[src/rtl/iuhb_pkg.sv]
// Package for the Ethernet/IPv4/UDP header builder.
// Holds header constants, register index codes and shared widths; no dependencies.
`default_nettype none

package iuhb_pkg;

	localparam int unsigned WordBits   = 64;
	localparam int unsigned NumWords   = 6;
	localparam int unsigned BufBits    = WordBits * NumWords;
	localparam int unsigned HdrBits    = 336;
	localparam int unsigned MacBits    = 48;
	localparam int unsigned IpBits     = 32;
	localparam int unsigned PortBits   = 16;
	localparam int unsigned LenBits    = 12;
	localparam int unsigned SumBits    = 19;

	localparam logic [LenBits-1:0]  MaxPayload   = 12'd2048;
	localparam logic [MacBits-1:0]  MacBroadcast = 48'hFFFF_FFFF_FFFF;
	localparam logic [15:0]         EthTypeIpv4  = 16'h0800;
	localparam logic [7:0]          IpVerIhl     = 8'h45;
	localparam logic [7:0]          IpTos        = 8'h00;
	localparam logic [15:0]         IpFragment   = 16'h0000;
	localparam logic [7:0]          IpTtl        = 8'd64;
	localparam logic [7:0]          ProtoUdp     = 8'd17;
	localparam logic [15:0]         UdpChecksum  = 16'h0000;
	localparam logic [15:0]         IpHdrUdpLen  = 16'd28;
	localparam logic [15:0]         UdpHdrLen    = 16'd8;
	localparam logic [15:0]         UdpPortReset = 16'd11452;

	localparam logic [3:0]          FullWordBytes = 4'd8;
	localparam logic [3:0]          LastWordBytes = 4'd2;

	typedef enum logic [1:0] {
		REG_SOURCE_MAC = 2'd0,
		REG_SOURCE_IP  = 2'd1,
		REG_UDP_PORT   = 2'd2
	} cfg_idx_t;

endpackage : iuhb_pkg

`default_nettype wire

[src/rtl/ipv4_udp_frame_header_builder_unit.sv]
// Top level of the Ethernet/IPv4/UDP header builder.
// Depends on iuhb_pkg for header constants and register index codes.
//
// Usage: a request word (dest_ip, payload_len) enters on the in_valid/in_ready
// channel. Each request with a length from 1 to 2048 yields six header words on
// the out_valid/out_ready channel, first header byte in the top byte. Words one
// to five carry eight bytes; the sixth carries two and has last_word set. A
// request with length zero or above the maximum is taken and dropped silently.
// Configuration registers (source MAC, source IP, UDP port) are written on the
// cfg channel, which is always ready; writes to an unknown index are ignored.
// The request passes through stage one and stage two into the output buffer, which
// then presents one word per cycle while out_ready is high. The six-word output
// shift buffer takes the next header only as its last word leaves; a two-stage
// input pipeline lets the next request be taken and its checksum summed while
// the previous header is still draining. When the receiver stalls the current
// word holds and the pipeline fills up, then in_ready drops.
// Reset clears all valid flags, the identification counter and the registers
// to their defaults (UDP port 11452).
`default_nettype none

module ipv4_udp_frame_header_builder_unit (
	input  wire logic                          clk,
	input  wire logic                          arst_n,
	input  wire logic                          in_valid,
	output logic                               in_ready,
	input  wire logic [iuhb_pkg::IpBits-1:0]   dest_ip,
	input  wire logic [iuhb_pkg::LenBits-1:0]  payload_len,
	output logic                               out_valid,
	input  wire logic                          out_ready,
	output logic [iuhb_pkg::WordBits-1:0]      header_word,
	output logic [3:0]                         word_bytes,
	output logic                               last_word,
	input  wire logic                          cfg_valid,
	output logic                               cfg_ready,
	input  wire logic [1:0]                    cfg_index,
	input  wire logic [iuhb_pkg::MacBits-1:0]  cfg_data
);

	import iuhb_pkg::*;

	// Configuration registers.
	logic [MacBits-1:0]  source_mac_q;
	logic [IpBits-1:0]   source_ip_q;
	logic [PortBits-1:0] udp_port_q;
	logic [15:0]         ident_q;

	// Stage one: the accepted request, only kept if its length is legal.
	logic                s1_valid;
	logic [IpBits-1:0]   dest_ip_s1;
	logic [LenBits-1:0]  len_s1;

	// Stage two: request plus its identification and the raw checksum sum.
	logic                s2_valid;
	logic [IpBits-1:0]   dest_ip_s2;
	logic [15:0]         total_len_s2;
	logic [15:0]         ident_s2;
	logic [SumBits-1:0]  sum_s2;

	// Output shift buffer holding the whole header.
	logic                out_valid_q;
	logic [BufBits-1:0]  hdr_q;
	logic [2:0]          word_cnt_q;

	logic                len_ok;
	logic                in_fire;
	logic                buf_free;
	logic                s2_ready;
	logic                s1_adv;
	logic                s2_adv;
	logic                out_fire;
	logic                is_last;
	logic [15:0]         total_len;
	logic [SumBits-1:0]  sum_next;
	logic [16:0]         fold1;
	logic [15:0]         fold2;
	logic [15:0]         checksum;
	logic [15:0]         udp_len;
	logic [HdrBits-1:0]  hdr_build;

	assign cfg_ready = 1'b1;

	assign is_last  = (word_cnt_q == 3'(NumWords - 1));
	assign out_fire = out_valid_q && out_ready;
	// The buffer can take a new header when empty or when its last word leaves now.
	assign buf_free = !out_valid_q || (out_fire && is_last);
	assign s2_adv   = s2_valid && buf_free;
	assign s2_ready = !s2_valid || buf_free;
	assign s1_adv   = s1_valid && s2_ready;
	assign in_ready = !s1_valid || s2_ready;
	assign in_fire  = in_valid && in_ready;
	assign len_ok   = (payload_len != '0) && (payload_len <= MaxPayload);

	// Checksum sum over the IPv4 header with the checksum field at zero.
	// The fixed words (version/IHL/TOS, fragment and TTL/protocol) enter as constant terms.
	assign total_len = 16'(len_s1) + IpHdrUdpLen;
	always_comb begin
		sum_next = SumBits'({IpVerIhl, IpTos}) + SumBits'({IpTtl, ProtoUdp})
			+ SumBits'(IpFragment) + SumBits'(total_len) + SumBits'(ident_q)
			+ SumBits'(source_ip_q[31:16]) + SumBits'(source_ip_q[15:0])
			+ SumBits'(dest_ip_s1[31:16]) + SumBits'(dest_ip_s1[15:0]);
	end

	// Two end-around carry folds bring the sum back to 16 bits.
	assign fold1    = 17'(sum_s2[15:0]) + 17'(sum_s2[SumBits-1:16]);
	assign fold2    = fold1[15:0] + 16'(fold1[16]);
	assign checksum = ~fold2;
	assign udp_len  = total_len_s2 - IpHdrUdpLen + UdpHdrLen;

	assign hdr_build = {
		MacBroadcast, source_mac_q, EthTypeIpv4,
		IpVerIhl, IpTos, total_len_s2, ident_s2, IpFragment,
		IpTtl, ProtoUdp, checksum, source_ip_q, dest_ip_s2,
		udp_port_q, udp_port_q, udp_len, UdpChecksum
	};

	always_ff @(posedge clk or negedge arst_n) begin
		if (!arst_n) begin
			source_mac_q <= '0;
			source_ip_q  <= '0;
			udp_port_q   <= UdpPortReset;
		end else if (cfg_valid) begin
			case (cfg_index)
				REG_SOURCE_MAC: source_mac_q <= cfg_data;
				REG_SOURCE_IP:  source_ip_q  <= cfg_data[IpBits-1:0];
				REG_UDP_PORT:   udp_port_q   <= cfg_data[PortBits-1:0];
				default:        ;
			endcase
		end
	end

	// Control state.
	always_ff @(posedge clk or negedge arst_n) begin
		if (!arst_n) begin
			s1_valid    <= 1'b0;
			s2_valid    <= 1'b0;
			out_valid_q <= 1'b0;
			word_cnt_q  <= '0;
			ident_q     <= '0;
		end else begin
			if (in_fire) begin
				s1_valid <= len_ok;
			end else if (s1_adv) begin
				s1_valid <= 1'b0;
			end

			if (s1_adv) begin
				s2_valid <= 1'b1;
				ident_q  <= ident_q + 16'd1;
			end else if (s2_adv) begin
				s2_valid <= 1'b0;
			end

			if (s2_adv) begin
				out_valid_q <= 1'b1;
				word_cnt_q  <= '0;
			end else if (out_fire) begin
				if (is_last) begin
					out_valid_q <= 1'b0;
				end
				word_cnt_q <= word_cnt_q + 3'd1;
			end
		end
	end

	// Payload registers.
	always_ff @(posedge clk) begin
		if (in_fire) begin
			dest_ip_s1 <= dest_ip;
			len_s1     <= payload_len;
		end
		if (s1_adv) begin
			dest_ip_s2   <= dest_ip_s1;
			total_len_s2 <= total_len;
			ident_s2     <= ident_q;
			sum_s2       <= sum_next;
		end
		if (s2_adv) begin
			hdr_q <= {hdr_build, (BufBits - HdrBits)'(0)};
		end else if (out_fire) begin
			hdr_q <= hdr_q << WordBits;
		end
	end

	assign out_valid   = out_valid_q;
	assign header_word = hdr_q[BufBits-1 -: WordBits];
	assign last_word   = is_last;
	assign word_bytes  = is_last ? LastWordBytes : FullWordBytes;

endmodule : ipv4_udp_frame_header_builder_unit

`default_nettype wire

[config.mk]
export PLATFORM = sky130hd
export DESIGN_NAME = ipv4_udp_frame_header_builder_unit
export DESIGN_NICKNAME = d
export VERILOG_FILES = /design/src/rtl/iuhb_pkg.sv /design/src/rtl/ipv4_udp_frame_header_builder_unit.sv
export SDC_FILE = /design/constraint.sdc
export NUM_CORES = 1
export LEC_CHECK = 0
export ABC_AREA = 0
export BUFFER_PORTS_ARGS = -buffer_cell sky130_fd_sc_hd__clkbuf_2
export CORE_UTILIZATION = 50
export DETAILED_ROUTE_END_ITERATION = 8
export GPL_TIMING_DRIVEN = 0
export PLACE_DENSITY_LB_ADDON = 0.25
export RECOVER_POWER = 25
export SETUP_SLACK_MARGIN = 0.2
export SLEW_MARGIN = 10
export SYNTH_ARGS = -nofsm -noshare
export SYNTH_HDL_FRONTEND = slang
export SYNTH_SLANG_ARGS = --single-unit
[constraint.sdc]
create_clock -name clk -period 6.77 [get_ports clk]
set_clock_uncertainty 0.1 [all_clocks]
set_input_delay 0.677 -clock clk [delete_from_list [all_inputs] [get_ports clk]]
set_output_delay 0.677 -clock clk [all_outputs]
set_load 0.02 [all_outputs]
==> impl_metrics.toml, run 1 <==
[setup_path]
cp.required_ns = 6.95
cp_slowest_cell = "fa_1"
critPathArrivalTime_ns = 5.85
worstSetupPathType = "reg -> reg"
worstPathCellList = "or3_1 -> and3_1 -> xor2_1 -> inv_1 -> fa_1 -> inv_1 -> fa_1 -> fa_1 -> inv_1 -> fa_1 -> inv_1 -> ha_1 -> a21o_1 -> a21o_1 -> a211o_1 -> a31oi_1 -> o311ai_0"
crit_fanout = 5
cpPeakStageDelay_ns = 0.52
crit_path_end_kind = "register"
cp-startpoint = "len_s1[4]$_DFFE_PP_"
cp-start-kind = "register"
rrSetupSlack_ns = 1.10
path_delay_family = "adder cells"
reg2reg_from = "len_s1[4]$_DFFE_PP_"
worst-path-buf-inv = 4

[cts]
insertion_delay_ns = 0.62
root_buffer = "clkbuf_16"
postCtsSetupBuffers = 0
cts_resized = 0
cts_htree_levels = 2
cts.sinks = 546
ctsHoldBuffers = 1
cts-buffers-inserted = 56
cts_buffer_depth = 3
cts_tree = "yes"
clk_pin_slew_ns = 0.07

[layout]
fillers = 3948
final_cells = 2962
fin_area_um2 = 27610
diodes = 0
final_nets = 2507
post-route-util_pct = 58.07
layout-drive-gt1-share_pct = 18.36
syn_to_final_growth_pct = 14.80

[floorplan]
dieArea_um2 = 48980
die_h_um = 221.3
num_io_pins = 171
initial_utilization_pct = 50.58
coreArea_um2 = 47550
fp.dieW_um = 221.3
core.rowCount = 80

[synthesis]
synth_edf_count = 316
ys_ff_latch = 546
synth_largest_area_cell = "edfxtp_1"
synth_top_area_share_pct = 39.45
post_synth_num_cell_types = 62
ys.flop_type = "edfxtp_1"
synthMostInstantiatedCell = "nand2_1"
synth.area.top_cells = "edfxtp_1 (39%), dfrtp_1 (11%), dfxtp_1 (9.3%)"
async_reset_ff_share_pct = 21.61
netlist_top_cells_count = "nand2_1 (452), edfxtp_1 (316), inv_1 (146)"
syn_area_um2 = 24050
synth_cells = 2069
ys_warn_count = 0
syn_area_per_cell_um2 = 11.62
ys_seq_area_share_pct = 61.10

[timing]
rsz0062_at_grt = "no"
hold_viol_final = 0
fin_ws_ns = 1.099
slew_headroom_pct = -64.88
finalSetupViolCount = 0
fin_crit_sh_pct = 83.77
max_freq_ghz = 0.1763
hold_ws_ns = 0.1329
layout_min_cycle_time_ns = 5.671
tightest_slew_ns = 2.473
final.setup.tns_ns = 0
drv_slew = 97

[power_and_ir_drop]
power_density_nw_per_um2 = 478.8
power.total_mw = 13.22
p_leak_nw = 11.47
peakVddDrop_v = 0.0003934

[routing]
drc_errors = 0
drtIter0Drc = 1175
firstDrtPassIters = 5
drt-total-wl_um = 58910
wl_per_cell_um = 19.89
antenna_left = 0
num_vias = 15610
viasPerCell = 5.270

[global_routing]
grt_usage_pct = 24.54
grt_first_pass_wirelength_um = 90010
grt_max_degree = 109
antenna_found_initial = 1
grt_pass1_vias = 15600
globalRoute.totalOverflow = 0

[worst_hold_path]
min_path_type = "in -> reg"
hp-start = "dest_ip[16]"

[place]
port_buffers = 167
dp_hpwl_um = 44920
gp_congestion = 0.9440
dp_slack_ns = 1.055
post-place-cells = 2856
dpl_cell_area_um2 = 25780

[status]
outcome = "complete, but fails checks"
violations = "capacitance limit, slew limit"

[run]
cap_violations = 1
==> state kept, by name, indices dropped and copies added, names as in the netlist <==
name	count
hdr_q	304
source_mac_q	48
dest_ip_s1	32
dest_ip_s2	32
source_ip_q	32
sum_s2	19
ident_q	16
ident_s2	16
udp_port_q	16
total_len_s2	13
len_s1	12
word_cnt_q	3
out_valid	1
s1_valid	1
s2_valid	1
==> power breakdown <==
| group | internal [mW] | switching, mW |
|---|---|---|
| combinational | 2.21 | 3.03 |
| clock | 1.80 | 1.30 |
| sequential | 4.48 | 0.404 |
| total | 8.49 | 4.73 |
==> cells by family after synthesis <==
| kind of cell | count (synthesis) | synth area share [%] |
|---|---|---|
| multiplexers | 97 | 4.542 |
| XOR/XNOR | 65 | 2.476 |
| AO/OA/AOI/OAI | 268 | 6.186 |
| AND/OR/NAND/NOR | 677 | 12.33 |
| other | 2 | 0.03123 |
| buffers and inverters | 306 | 5.848 |
| flip-flops | 546 | 61.10 |
| adder cells (fa/ha/maj) | 108 | 7.491 |
==> cells in the final DEF (no fill, tap or decap), drive strengths merged, types with 10 or more instances in the layout <==
master,instances
clkinv,22
o21ai,139
edfxtp,316
buf,80
inv,148
clkbuf,328
a21oi,79
nor3,11
nand2,452
nor2,29
xnor2,43
nand3,87
dfxtp,112
xor2,22
dfrtp,110
and3,10
and2,40
ha,48
mux2,97
fa,60
a21o,13
==> layer usage <==
metal  up-vias  share of wire [%]  track usage [%]
met1      7647                 42            31.90
met5         -                  0                0
li1       7403                  -                -
met3       110                6.1            3.891
met4         0                3.8            9.880
met2       449                 49            41.21
==> layout make-up <==
class	instances	area, µm²	area share (%)
inverter	146	555.5	2.012
clock buffer	77	1635	5.923
timing repair buffer	172	908.4	3.290
tap	615	769.5	2.787
buffer	160	860.8	3.118
clock inverter	28	230.2	0.8339
sequential	546	14690	53.22
multi-input combinational	1218	7955	28.81
==> worst paths after layout <==
| path | end | depth (start not counted) |
|---|---|---|
| hold reg to reg | dest_ip_s2[22]$_DFFE_PP_ | 0 |
| hold / removal | dest_ip_s1[16]$_DFFE_PP_ | 1 |
| setup / recovery | sum_s2[17]$_DFFE_PP_ | 17 |
| setup reg to reg | sum_s2[17]$_DFFE_PP_ | 17 |
| min in group asynchronous | source_mac_q[47]$_DFFE_PN0P_ | 2 |
| max in group asynchronous | source_ip_q[6]$_DFFE_PN0P_ | 3 |
No activity file was read; power rests on OpenSTA's default activity.
==> run 2, diff against run 1 <==
==> constraint.sdc (replaced) <==
create_clock -name clk -period 4.72 [get_ports clk]
set_clock_uncertainty 0.1 [all_clocks]
set_input_delay 0.472 -clock clk [delete_from_list [all_inputs] [get_ports clk]]
set_output_delay 0.472 -clock clk [all_outputs]
set_load 0.02 [all_outputs]
==> run 2 against run 1 <==
Against the previous run: the run ends with capacitance limit, slew limit, setup timing left; via count increased by 3.4%; critical endpoint unchanged; cell count increased by 3.0%; clock power increased by 41%; worst hold slack got worse by 0.10 ns; combinational power increased by 100%; largest power group unchanged; global-route usage increased by 0.79 points; first-iteration DRC count increased by 10%; largest cell class unchanged.
==> impl_metrics.toml, run 2 (synthesis gave the netlist of run 1 again) <==
[floorplan]
dieArea_um2 = 48980
initial_utilization_pct = 50.58
num_io_pins = 171
coreArea_um2 = 47550
fp.dieW_um = 221.3
core.rowCount = 80
die_h_um = 221.3

[cts]
root_buffer = "clkbuf_16"
cts_buffer_depth = 3
insertion_delay_ns = 0.62
cts.sinks = 546
cts-buffers-inserted = 57
clk_pin_slew_ns = 0.07
cts_tree = "yes"
cts_htree_levels = 2

[setup_path]
cp-start-kind = "register"
worstSetupPathType = "reg -> reg"
crit_path_end_kind = "register"
reg2reg_from = "len_s1[3]$_DFFE_PP_"
cp-startpoint = "len_s1[3]$_DFFE_PP_"
reg2reg_depth = 18
rrSetupSlack_ns = -0.28
critPathArrivalTime_ns = 5.25
worstSetupEndpoint = "sum_s2[17]$_DFFE_PP_"
cp.required_ns = 4.96
crit_fanout = 4
r2r_end = "sum_s2[17]$_DFFE_PP_"

[layout]
largest_register_ffs = 304
largestRegisters = "hdr_q (304), source_mac_q (48)"
syn_to_final_growth_pct = 19.80
final_cells = 3052
final_common_cell = "nand2_1"
final_cell_mix = "nand2_1 (450), edfxtp_1 (316), clkbuf_2 (150)"
layout-drive-gt1-share_pct = 20.78
regMostFlops = "hdr_q"
final_nets = 2593
post-route-util_pct = 60.60

[power_and_ir_drop]
power_frac_comb_pct = 48.0
p_leak_nw = 11.88
seq_power_share_pct = 32.0
p_clk_share_pct = 20.0
power_density_nw_per_um2 = 758.8
p_sw_mw = 8.051
switching_share_pct = 36.82
peakVddDrop_v = 0.0006848
intPower_mw = 13.81

[routing]
firstDrtPassIters = 6
antenna_left = 0
drc_errors = 0
viasPerCell = 5.287
wl_per_cell_um = 19.96
drt-total-wl_um = 60920
num_vias = 16140
drtIter0Drc = 1293

[run]
cap_violations = 1

[global_routing]
grt_usage_pct = 25.33
grt_first_pass_wirelength_um = 93440
grt_pass1_vias = 16170
grt_max_degree = 98
globalRoute.totalOverflow = 0
antenna_found_initial = 3

[worst_hold_path]
min_path_type = "in -> reg"
min_delay_path_depth = 2

[timing]
slew_headroom_pct = -68.67
max_freq_ghz = 0.1999
final.setup.tns_ns = -1.162
drv_slew = 98
finalSetupViolCount = 7
rsz0062_at_grt = "yes"
fin_ws_ns = -0.2818
tightest_slew_ns = 2.530
layout_min_cycle_time_ns = 5.002
fin_crit_sh_pct = 106.0
hold_viol_final = 0

[place]
dp_hpwl_um = 45250
post-place-cells = 2861
port_buffers = 167
gp_congestion = 0.9720

[status]
violations = "capacitance limit, slew limit, setup timing"
outcome = "complete, but fails checks"
[run 2: changes by cell type in the layout (fill, tap and decap cells not counted), sizes merged]
cell | previous run | this run
clkbuf | 328 | 337
dlygate4sd3 | 1 | 64
diode | 0 | 2
clkinv | 22 | 18
inv | 148 | 147
clkinvlp | 1 | 2
bufinv | 3 | 1
buf | 80 | 102
[run 2: worst min-delay path by stage]
stage	startpoint	endpoint	slack [ns]
after floorplan	arst_n	ident_q[0]$_DFFE_PN0P_	0.08
after global placement	dest_ip_s1[25]$_DFFE_PP_	dest_ip_s2[25]$_DFFE_PP_	0.33
after detailed placement	arst_n	source_mac_q[42]$_DFFE_PN0P_	0.26
after CTS	cfg_data[16]	source_ip_q[16]$_DFFE_PN0P_	0.00002
after global routing	cfg_data[16]	source_ip_q[16]$_DFFE_PN0P_	0.01
final	cfg_data[28]	source_ip_q[28]$_DFFE_PN0P_	0.03
[run 2: critical path, cell delays in order, from the launching register on]
cell and delay [ns]:
edfxtp_1 0.41, or3_4 0.42, and3_4 0.19, xor2_2 0.14, inv_1 0.07, fa_1 0.53
inv_2 0.05, fa_2 0.52, inv_2 0.04, fa_2 0.36, fa_1 0.50, inv_2 0.05
ha_4 0.22, a21o_1 0.18, a21o_1 0.18, a211o_1 0.29, a31oi_4 0.26, buf_6 0.14
o311ai_4 0.10
[run 2: metal layers]
layer  vias to the layer above  wire (µm)  GRT usage [%]
li1                       7580          -              -
met1                      7900      24760          32.60
met2                       530      29980          43.14
met3                       125       3786          3.665
met4                         0       2383          10.33
met5                         -          0              0
[run 2: what timing repair did]
action,4_1_cts,5_1_grt
resized for setup,36,25
gates cloned,0,0
hold buffers,64,0
buffers inserted,10,7
setup endpoints to repair,10,12
pin swaps,26,20
hold endpoints to repair,86,0
[run 2: area by class of cell]
type                       count  area, µm²
timing repair buffer         257       1777
fill                        3808      18730
clock buffer                  86       1680
tap                          615      769.5
multi-input combinational   1218       8330
inverter                     146      551.8
antenna                        2      5.005
sequential                   546      14690
clock inverter                22      142.6
buffer                       160      860.8
[run 2: power groups by stage]
stage / logic [mW] / registers, mW / clock network, mW
floorplan: 5.92 / 6.85 / 0
finish: 10.5 / 7.00 / 4.37
global placement: 7.56 / 7.09 / 0
global route: 11.4 / 7.09 / 4.61
CTS: 9.28 / 7.00 / 4.43
detailed placement: 7.83 / 7.09 / 0
[run 2: per-stage QoR]
stage	hold slack [ns]	total power, mW	area, µm²	worst slack (ns)
6_report	0.02943	21.86	28810	-0.2818
3_5_place_dp	0.2568	14.92	25940	-0.4678
3_3_place_gp	0.3340	14.65	25720	-0.9684
2_1_floorplan	0.07641	12.77	24110	-0.03654
4_1_cts	0.00002259	20.72	28680	-0.2903
5_1_grt	0.009528	23.07	28810	-0.3693
